**src/rtl/sdt_pkg.sv**
```systemverilog
package sdt_pkg;

    localparam int ADDR_W    = 48;
    localparam int DBM_W     = 8;
    localparam int CHAN_W    = 8;
    localparam int STATUS_W  = 2;
    localparam int INDEX_W   = 6;
    localparam int COUNT_W   = 7;

    localparam logic FUNC_CLEAR  = 1'b0;
    localparam logic FUNC_RECORD = 1'b1;

    localparam logic [STATUS_W-1:0] ST_ADDED     = 2'd0;
    localparam logic [STATUS_W-1:0] ST_DUPLICATE = 2'd1;
    localparam logic [STATUS_W-1:0] ST_FULL      = 2'd2;
    localparam logic [STATUS_W-1:0] ST_CLEARED   = 2'd3;

    localparam logic [CHAN_W-1:0] BAND_EDGE_CHANNEL = 8'd36;

    typedef struct packed {
        logic                     band;
        logic [CHAN_W-1:0]        channel;
        logic signed [DBM_W-1:0]  strength;
        logic [ADDR_W-1:0]        address;
    } entry_t;

endpackage

```
**src/rtl/sdt_in_if.sv**
```systemverilog
interface sdt_in_if;

    logic                                    valid;
    logic                                    ready;
    logic                                    func;
    logic [sdt_pkg::ADDR_W-1:0]              station_address;
    logic signed [sdt_pkg::DBM_W-1:0]        signal_dbm;
    logic [sdt_pkg::CHAN_W-1:0]              radio_channel;

    modport source (
        output valid,
        input  ready,
        output func,
        output station_address,
        output signal_dbm,
        output radio_channel
    );

    modport sink (
        input  valid,
        output ready,
        input  func,
        input  station_address,
        input  signal_dbm,
        input  radio_channel
    );

endinterface

```
**src/rtl/sdt_out_if.sv**
```systemverilog
interface sdt_out_if;

    logic                              valid;
    logic                              ready;
    logic [sdt_pkg::STATUS_W-1:0]      status;
    logic [sdt_pkg::INDEX_W-1:0]       entry_index;
    logic [sdt_pkg::COUNT_W-1:0]       entry_count;

    modport source (
        output valid,
        input  ready,
        output status,
        output entry_index,
        output entry_count
    );

    modport sink (
        input  valid,
        output ready,
        input  status,
        input  entry_index,
        input  entry_count
    );

endinterface

```
**src/rtl/scan_result_dedup_table.sv**
```systemverilog
// Channel  Dir  Fields                                             Beat
// rec      in   func, station_address, signal_dbm, radio_channel   valid & ready
// res      out  status, entry_index, entry_count                   valid & ready
//
// A record beat reads and compares one stored entry per cycle through a registered
// table read, then appends the key at the fill level and loads the result; a
// duplicate stops at its match. A clear beat or a record against a full table
// goes straight from idle to loading the result.
// rst_n empties the table at once (fill count to zero); no clearing pass runs.
// rec.ready is high only while idle; a result waits in its output register
// while res.ready is low, the next beat is taken meanwhile, and its result
// holds in S_DONE until the output register drains.
module scan_result_dedup_table #(
    parameter int TABLE_DEPTH = 64
) (
    input  logic          clk,
    input  logic          rst_n,
    sdt_in_if.sink        rec,
    sdt_out_if.source     res
);

    localparam int IDX_W = (TABLE_DEPTH > 1) ? $clog2(TABLE_DEPTH) : 1;
    localparam int CNT_W = $clog2(TABLE_DEPTH + 1);

    localparam logic [1:0] S_IDLE = 2'd0;
    localparam logic [1:0] S_SCAN = 2'd1;
    localparam logic [1:0] S_DONE = 2'd2;

    logic [1:0]                           state_reg, state_next;
    logic [sdt_pkg::ADDR_W-1:0]           key_reg, key_next;
    logic signed [sdt_pkg::DBM_W-1:0]     dbm_reg, dbm_next;
    logic [sdt_pkg::CHAN_W-1:0]           chan_reg, chan_next;
    logic [CNT_W-1:0]                     fill_reg, fill_next;
    logic [CNT_W-1:0]                     rd_ptr_reg, rd_ptr_next;
    logic                                 cmp_valid_reg, cmp_valid_next;
    logic [IDX_W-1:0]                     cmp_idx_reg, cmp_idx_next;
    logic [sdt_pkg::STATUS_W-1:0]         rslt_status_reg, rslt_status_next;
    logic [IDX_W-1:0]                     rslt_index_reg, rslt_index_next;
    logic [CNT_W-1:0]                     rslt_count_reg, rslt_count_next;
    logic                                 out_valid_reg, out_valid_next;
    logic [sdt_pkg::STATUS_W-1:0]         out_status_reg, out_status_next;
    logic [sdt_pkg::INDEX_W-1:0]          out_index_reg, out_index_next;
    logic [sdt_pkg::COUNT_W-1:0]          out_count_reg, out_count_next;

    sdt_pkg::entry_t                      table_mem [TABLE_DEPTH];
    sdt_pkg::entry_t                      rd_entry_reg;
    logic                                 mem_we;
    logic [IDX_W-1:0]                     mem_wa;
    sdt_pkg::entry_t                      mem_wd;

    logic                                 rec_beat;
    logic                                 hit;
    logic                                 table_full;
    logic [IDX_W+sdt_pkg::INDEX_W-1:0]    index_ext;
    logic [CNT_W+sdt_pkg::COUNT_W-1:0]    count_ext;

    assign rec.ready   = (state_reg == S_IDLE);
    assign rec_beat    = rec.valid && rec.ready;
    assign res.valid       = out_valid_reg;
    assign res.status      = out_status_reg;
    assign res.entry_index = out_index_reg;
    assign res.entry_count = out_count_reg;

    assign hit        = cmp_valid_reg && (rd_entry_reg.address == key_reg);
    assign table_full = (fill_reg >= CNT_W'(TABLE_DEPTH));
    assign index_ext  = {{sdt_pkg::INDEX_W{1'b0}}, rslt_index_reg};
    assign count_ext  = {{sdt_pkg::COUNT_W{1'b0}}, rslt_count_reg};

    always_ff @(posedge clk)
    begin
        if (mem_we)
        begin
            table_mem[mem_wa] <= mem_wd;
        end
        rd_entry_reg <= table_mem[rd_ptr_reg[IDX_W-1:0]];
    end

    always_comb
    begin
        state_next       = state_reg;
        key_next         = key_reg;
        dbm_next         = dbm_reg;
        chan_next        = chan_reg;
        fill_next        = fill_reg;
        rd_ptr_next      = rd_ptr_reg;
        cmp_valid_next   = cmp_valid_reg;
        cmp_idx_next     = cmp_idx_reg;
        rslt_status_next = rslt_status_reg;
        rslt_index_next  = rslt_index_reg;
        rslt_count_next  = rslt_count_reg;
        out_valid_next   = out_valid_reg;
        out_status_next  = out_status_reg;
        out_index_next   = out_index_reg;
        out_count_next   = out_count_reg;
        mem_we           = 1'b0;
        mem_wa           = fill_reg[IDX_W-1:0];
        mem_wd.address   = key_reg;
        mem_wd.strength  = dbm_reg;
        mem_wd.channel   = chan_reg;
        mem_wd.band      = (chan_reg >= sdt_pkg::BAND_EDGE_CHANNEL);

        if (out_valid_reg && res.ready)
        begin
            out_valid_next = 1'b0;
        end

        unique case (state_reg)
            S_IDLE:
            begin
                if (rec_beat)
                begin
                    key_next        = rec.station_address;
                    dbm_next        = rec.signal_dbm;
                    chan_next       = rec.radio_channel;
                    rslt_index_next = '0;
                    rd_ptr_next     = '0;
                    cmp_valid_next  = 1'b0;
                    priority if (rec.func == sdt_pkg::FUNC_CLEAR)
                    begin
                        fill_next        = '0;
                        rslt_status_next = sdt_pkg::ST_CLEARED;
                        rslt_count_next  = '0;
                        state_next       = S_DONE;
                    end
                    else if (table_full)
                    begin
                        rslt_status_next = sdt_pkg::ST_FULL;
                        rslt_count_next  = fill_reg;
                        state_next       = S_DONE;
                    end
                    else
                    begin
                        state_next = S_SCAN;
                    end
                end
            end
            S_SCAN:
            begin
                priority if (hit)
                begin
                    rslt_status_next = sdt_pkg::ST_DUPLICATE;
                    rslt_index_next  = cmp_idx_reg;
                    rslt_count_next  = fill_reg;
                    state_next       = S_DONE;
                end
                else if (rd_ptr_reg < fill_reg)
                begin
                    cmp_idx_next   = rd_ptr_reg[IDX_W-1:0];
                    cmp_valid_next = 1'b1;
                    rd_ptr_next    = rd_ptr_reg + 1'b1;
                end
                else if (cmp_valid_reg)
                begin
                    cmp_valid_next = 1'b0;
                end
                else
                begin
                    // append at the fill level
                    mem_we           = 1'b1;
                    fill_next        = fill_reg + 1'b1;
                    rslt_status_next = sdt_pkg::ST_ADDED;
                    rslt_index_next  = fill_reg[IDX_W-1:0];
                    rslt_count_next  = fill_reg + 1'b1;
                    state_next       = S_DONE;
                end
            end
            S_DONE:
            begin
                if (!out_valid_reg || res.ready)
                begin
                    out_valid_next  = 1'b1;
                    out_status_next = rslt_status_reg;
                    out_index_next  = index_ext[sdt_pkg::INDEX_W-1:0];
                    out_count_next  = count_ext[sdt_pkg::COUNT_W-1:0];
                    state_next      = S_IDLE;
                end
            end
            default:
            begin
                state_next = S_IDLE;
            end
        endcase
    end

    always_ff @(posedge clk or negedge rst_n)
    begin
        if (!rst_n)
        begin
            state_reg     <= S_IDLE;
            fill_reg      <= '0;
            rd_ptr_reg    <= '0;
            cmp_valid_reg <= 1'b0;
            out_valid_reg <= 1'b0;
        end
        else
        begin
            state_reg     <= state_next;
            fill_reg      <= fill_next;
            rd_ptr_reg    <= rd_ptr_next;
            cmp_valid_reg <= cmp_valid_next;
            out_valid_reg <= out_valid_next;
        end
    end

    always_ff @(posedge clk)
    begin
        key_reg         <= key_next;
        dbm_reg         <= dbm_next;
        chan_reg        <= chan_next;
        cmp_idx_reg     <= cmp_idx_next;
        rslt_status_reg <= rslt_status_next;
        rslt_index_reg  <= rslt_index_next;
        rslt_count_reg  <= rslt_count_next;
        out_status_reg  <= out_status_next;
        out_index_reg   <= out_index_next;
        out_count_reg   <= out_count_next;
    end

endmodule

```
**src/flat_wrapper.sv**
```systemverilog
// flat-port wrapper written by rule: the top's interface ports become plain ports
module scan_result_dedup_table_flat 
#(
    parameter int TABLE_DEPTH = 64
)
  (clk, rst_n, rec_valid, rec_ready, rec_func, rec_station_address, rec_signal_dbm, rec_radio_channel, res_valid, res_ready, res_status, res_entry_index, res_entry_count);
  sdt_in_if rec_i ();
  sdt_out_if res_i ();
  input  logic clk;
  input  logic rst_n;
  input wire logic [$bits(rec_i.valid)-1:0] rec_valid;
  output wire logic [$bits(rec_i.ready)-1:0] rec_ready;
  input wire logic [$bits(rec_i.func)-1:0] rec_func;
  input wire logic [$bits(rec_i.station_address)-1:0] rec_station_address;
  input wire logic [$bits(rec_i.signal_dbm)-1:0] rec_signal_dbm;
  input wire logic [$bits(rec_i.radio_channel)-1:0] rec_radio_channel;
  output wire logic [$bits(res_i.valid)-1:0] res_valid;
  input wire logic [$bits(res_i.ready)-1:0] res_ready;
  output wire logic [$bits(res_i.status)-1:0] res_status;
  output wire logic [$bits(res_i.entry_index)-1:0] res_entry_index;
  output wire logic [$bits(res_i.entry_count)-1:0] res_entry_count;
  assign rec_i.valid = rec_valid;
  assign rec_ready = rec_i.ready;
  assign rec_i.func = rec_func;
  assign rec_i.station_address = rec_station_address;
  assign rec_i.signal_dbm = rec_signal_dbm;
  assign rec_i.radio_channel = rec_radio_channel;
  assign res_valid = res_i.valid;
  assign res_i.ready = res_ready;
  assign res_status = res_i.status;
  assign res_entry_index = res_i.entry_index;
  assign res_entry_count = res_i.entry_count;
  scan_result_dedup_table #(.TABLE_DEPTH(TABLE_DEPTH)) u_core (.clk(clk), .rst_n(rst_n), .rec(rec_i), .res(res_i));
endmodule
```
**config.mk**
```make
export PLATFORM = sky130hd
export DESIGN_NAME = scan_result_dedup_table_flat
export DESIGN_NICKNAME = d
export VERILOG_FILES = /design/src/rtl/sdt_pkg.sv /design/src/rtl/sdt_in_if.sv /design/src/rtl/sdt_out_if.sv /design/src/rtl/scan_result_dedup_table.sv /design/src/flat_wrapper.sv
export SDC_FILE = /design/constraint.sdc
export NUM_CORES = 2
export LEC_CHECK = 0
export BUFFER_PORTS_ARGS = -buffer_cell sky130_fd_sc_hd__clkbuf_2
export CAP_MARGIN = 25
export CORE_UTILIZATION = 50
export CTS_CLUSTER_DIAMETER = 40
export DETAILED_ROUTE_END_ITERATION = 6
export GPL_TIMING_DRIVEN = 0
export PLACE_DENSITY_LB_ADDON = 0.12
export SYNTH_ARGS = -nofsm -noshare
export SYNTH_HDL_FRONTEND = slang
export SYNTH_MEMORY_MAX_BITS = 65536
export SYNTH_SLANG_ARGS = --single-unit
export TNS_END_PERCENT = 30
```
**constraint.sdc**
```tcl
create_clock -name clk -period 5.3 [get_ports clk]
set_input_delay 0.265 -clock clk [delete_from_list [all_inputs] [get_ports clk]]
set_output_delay 0.265 -clock clk [all_outputs]
set_load 0.02 [all_outputs]
```
==> impl_metrics.ini <==
[cts]
cts_tree = built
clkSinkCount = 3222
clock-root-buffer = clkbuf_16
insertion_delay_ps = 970
cts_made_buffers = 445
ctsHtreeMaxLevel = 5
clock_path_buffers = 4
clkTransAtPathRegs_ps = 50

[yosys]
yosysSeqAreaShare_pct = 79.02
syn_avg_cell_area_um2 = 24.84
ys.flop_type = edfxtp_1
synth_top_area_cell = edfxtp_1
syn-num-nets = 4976
synthTopCellsByCount = edfxtp_1 (3,156), mux4_2 (960), clkbuf_1 (146), nor2_1 (86), a22oi_1 (84)
yosysMostFrequentCell = edfxtp_1
yosys.area.top_type_share_pct = 77.87
ys_ff_latch = 3222
yosysWarnings = 0
syn_inst = 4899
synth_area_um2 = 121700
synth-edff-count = 3156
synth_cell_types = 51
synth_area_leaders = edfxtp_1 (78%), mux4_2 (18%), dfxtp_1 (0.79%)
postSynth.asyncResetShare_pct = 0.5587

[layout]
fillCellCount = 16213
drive_gt1_share_pct = 35.73
final_nets = 5867
multi_input_area_um2 = 24820
regArea_um2 = 96180
largest_register_ff_count = 3072
area_growth_pct = 21.93
fin_area_um2 = 148400

[global_routing]
grt_pass1_wl_um = 446400
grt-busiest-layer = met2
grt_pass1_vias = 59869
track_usage_pct = 26.16
grtUsageMet2_pct = 42.90
grt_use_met1_pct = 36.53
grt-ovfl-total = 0
antenna_found_initial = 6
grt_use_met3_pct = 4.434
grt_max_degree = 43

[drt]
drc = 0
vias = 57947
drt-initial-drc-count = 6628
routed_wl_um = 314500
drtAntennaViolNets = 0
first_pass_iters = 6
wl_per_cell_um = 33.67
vias_per_cell = 6.204

[timing]
hold_ws_ps = 98.51
rsz0062_at_grt = no
setup-violations-final = 0
worstMarginPinSlew_ps = 1090
hold_violations = 0
finalCritPeriodShare_pct = 95.85
maxSlewHeadroom_pct = 27.30
clock.fmax_mhz = 196.9
slew_violations = 0
setup_slack_ps = 220.1
finClkSkew_ps = 55.74
finalCriticalPeriod_ps = 5080
setup_tns_ps = 0

[placed_design]
gp_congestion = 0.8384
place_area_um2 = 132400
hpwl_um = 212800
pre_cts_slack_ps = 103.4
portBuffers = 69

[floorplanning]
die_w_um = 495.4
coreArea_um2 = 241200
rows = 180
initial_core_util_pct = 50.46
die_y_um = 495.4
io_pins = 86
fp.dieArea_um2 = 245400

[pwr]
p_leak_uw = 0.04616
total_power_uw = 72020
pwr_density_cell_nw_per_um2 = 485.3
ir_drop_mv = 0.3904

[critical_path]
start_kind = flip-flop
cp-end-kind = flip-flop
cp.required_ps = 5930
crit_type = flip-flop to flip-flop
arrival_ps = 5710
crit_path_max_fanout = 20

[min_path]
hold_class = input port to flip-flop

[run_status]
status = finished clean

[run]
maxCapViolations = 0
## through the flow
| stage | utilization [%] | instances |
|---|---|---|
| 2_1_floorplan | - | 4899 |
| 3_3_place_gp | 52.25 | 8153 |
| 3_5_place_dp | 54.87 | 8414 |
| 4_1_cts | 61.45 | 9321 |
| 5_1_grt | 61.52 | 9337 |
| 6_report | 61.53 | 9340 |
## cell type report
cell class | count | share of cell area [%]
Antenna cell | 4 | 0.006745
Sequential cell | 3222 | 64.81
Inverter | 13 | 0.03457
Clock inverter | 317 | 2.325
Multi-Input combinational cell | 1409 | 16.72
Tap cell | 3185 | 2.685
Timing Repair Buffer | 444 | 4.931
Clock buffer | 491 | 7.697
Buffer | 255 | 0.7866
## per-layer routing
| metal | share of wire [%] | vias up |
|---|---|---|
| met2 | 50 | 2427 |
| met1 | 40 | 31819 |
| met3 | 7.2 | 482 |
| li1 | - | 23219 |
| met4 | 2.7 | 0 |
| met5 | 0 | - |
## timing repair
item	4_1_cts	5_1_grt
resized for setup	0	1
hold endpoints to repair	97	0
endpoints found under the setup margin	0	90
setup buffers	0	6
hold buffers	99	0
## critical path: stages (launching register included)
cell and delay, ps:
dfrtp_1 320, clkbuf_1 400, inv_1 230, ha_1 350, o2111ai_1 110, o221ai_1 660, and2_1 230, clkbuf_1 300
nand2_1 700, nor2_4 760, buf_16 230, buf_16 180, buf_12 210
## power by group
part	internal, uW	total (uW)	switching (uW)	leakage [uW]
clock	18200	29400	11200	0.00710
sequential	29500	29900	384	0.0290
combinational	5730	12700	6990	0.0100
## layout by cell type, fill, tap and decap left out, types with 18 or more instances in the layout
| master | count |
|---|---|
| clkinv_4 | 40 |
| clkinv_1 | 48 |
| dfxtp_1 | 48 |
| clkbuf_16 | 448 |
| buf_12 | 124 |
| inv_6 | 48 |
| clkinvlp_4 | 64 |
| nand3_1 | 21 |
| bufinv_16 | 53 |
| clkinv_2 | 53 |
| clkbuf_2 | 79 |
| mux4_2 | 960 |
| buf_8 | 31 |
| nor2_4 | 64 |
| a21oi_1 | 19 |
| buf_2 | 78 |
| nor2_1 | 22 |
| edfxtp_1 | 3156 |
| dlygate4sd3_1 | 99 |
| buf_16 | 105 |
| buf_1 | 18 |
| clkbuf_1 | 174 |
| buf_6 | 20 |
| nand2_1 | 78 |
| xor2_1 | 43 |
| dfrtp_1 | 18 |
| a22oi_1 | 84 |
## final timing paths
check | from | endpoint | slack [ps] | cells after the start
worst max register to register | u_core.fill_reg[5]$_DFFE_PN0P_ | u_core.table_mem[55][15]$_DFFE_PP_ | 220 | 12
min in group asynchronous | rst_n | u_core.state_reg[1]$_DFFE_PN0P_ | 540 | 3
max in group asynchronous | rst_n | u_core.rd_ptr_reg[2]$_DFFE_PN0P_ | 4150 | 3
worst min-delay path | rec_station_address[12] | u_core.key_reg[12]$_DFFE_PP_ | 100 | 2
worst max-delay path | u_core.fill_reg[5]$_DFFE_PN0P_ | u_core.table_mem[55][15]$_DFFE_PP_ | 220 | 12
worst min register to register | u_core.rslt_count_reg[0]$_DFFE_PP_ | u_core.res.entry_count[0]$_DFFE_PP_ | 410 | 0
## cell families (layout without fill, tap and decap cells)
logic type                 after synthesis  in the layout  synth area share [%]
other                                    0              4                     0
and+or+nand+nor                        240            240                0.8841
xor gates and xnor gates                45             45                0.3238
DFF                                   3222           3222                 79.02
muxes                                  973            973                 17.87
adders and majority gates                8              8               0.08224
AOI/OAI and AO/OA                      143            143                0.8265
buffers and inverters                  268           1520                0.9869
Power figures use the tool's default switching activity.
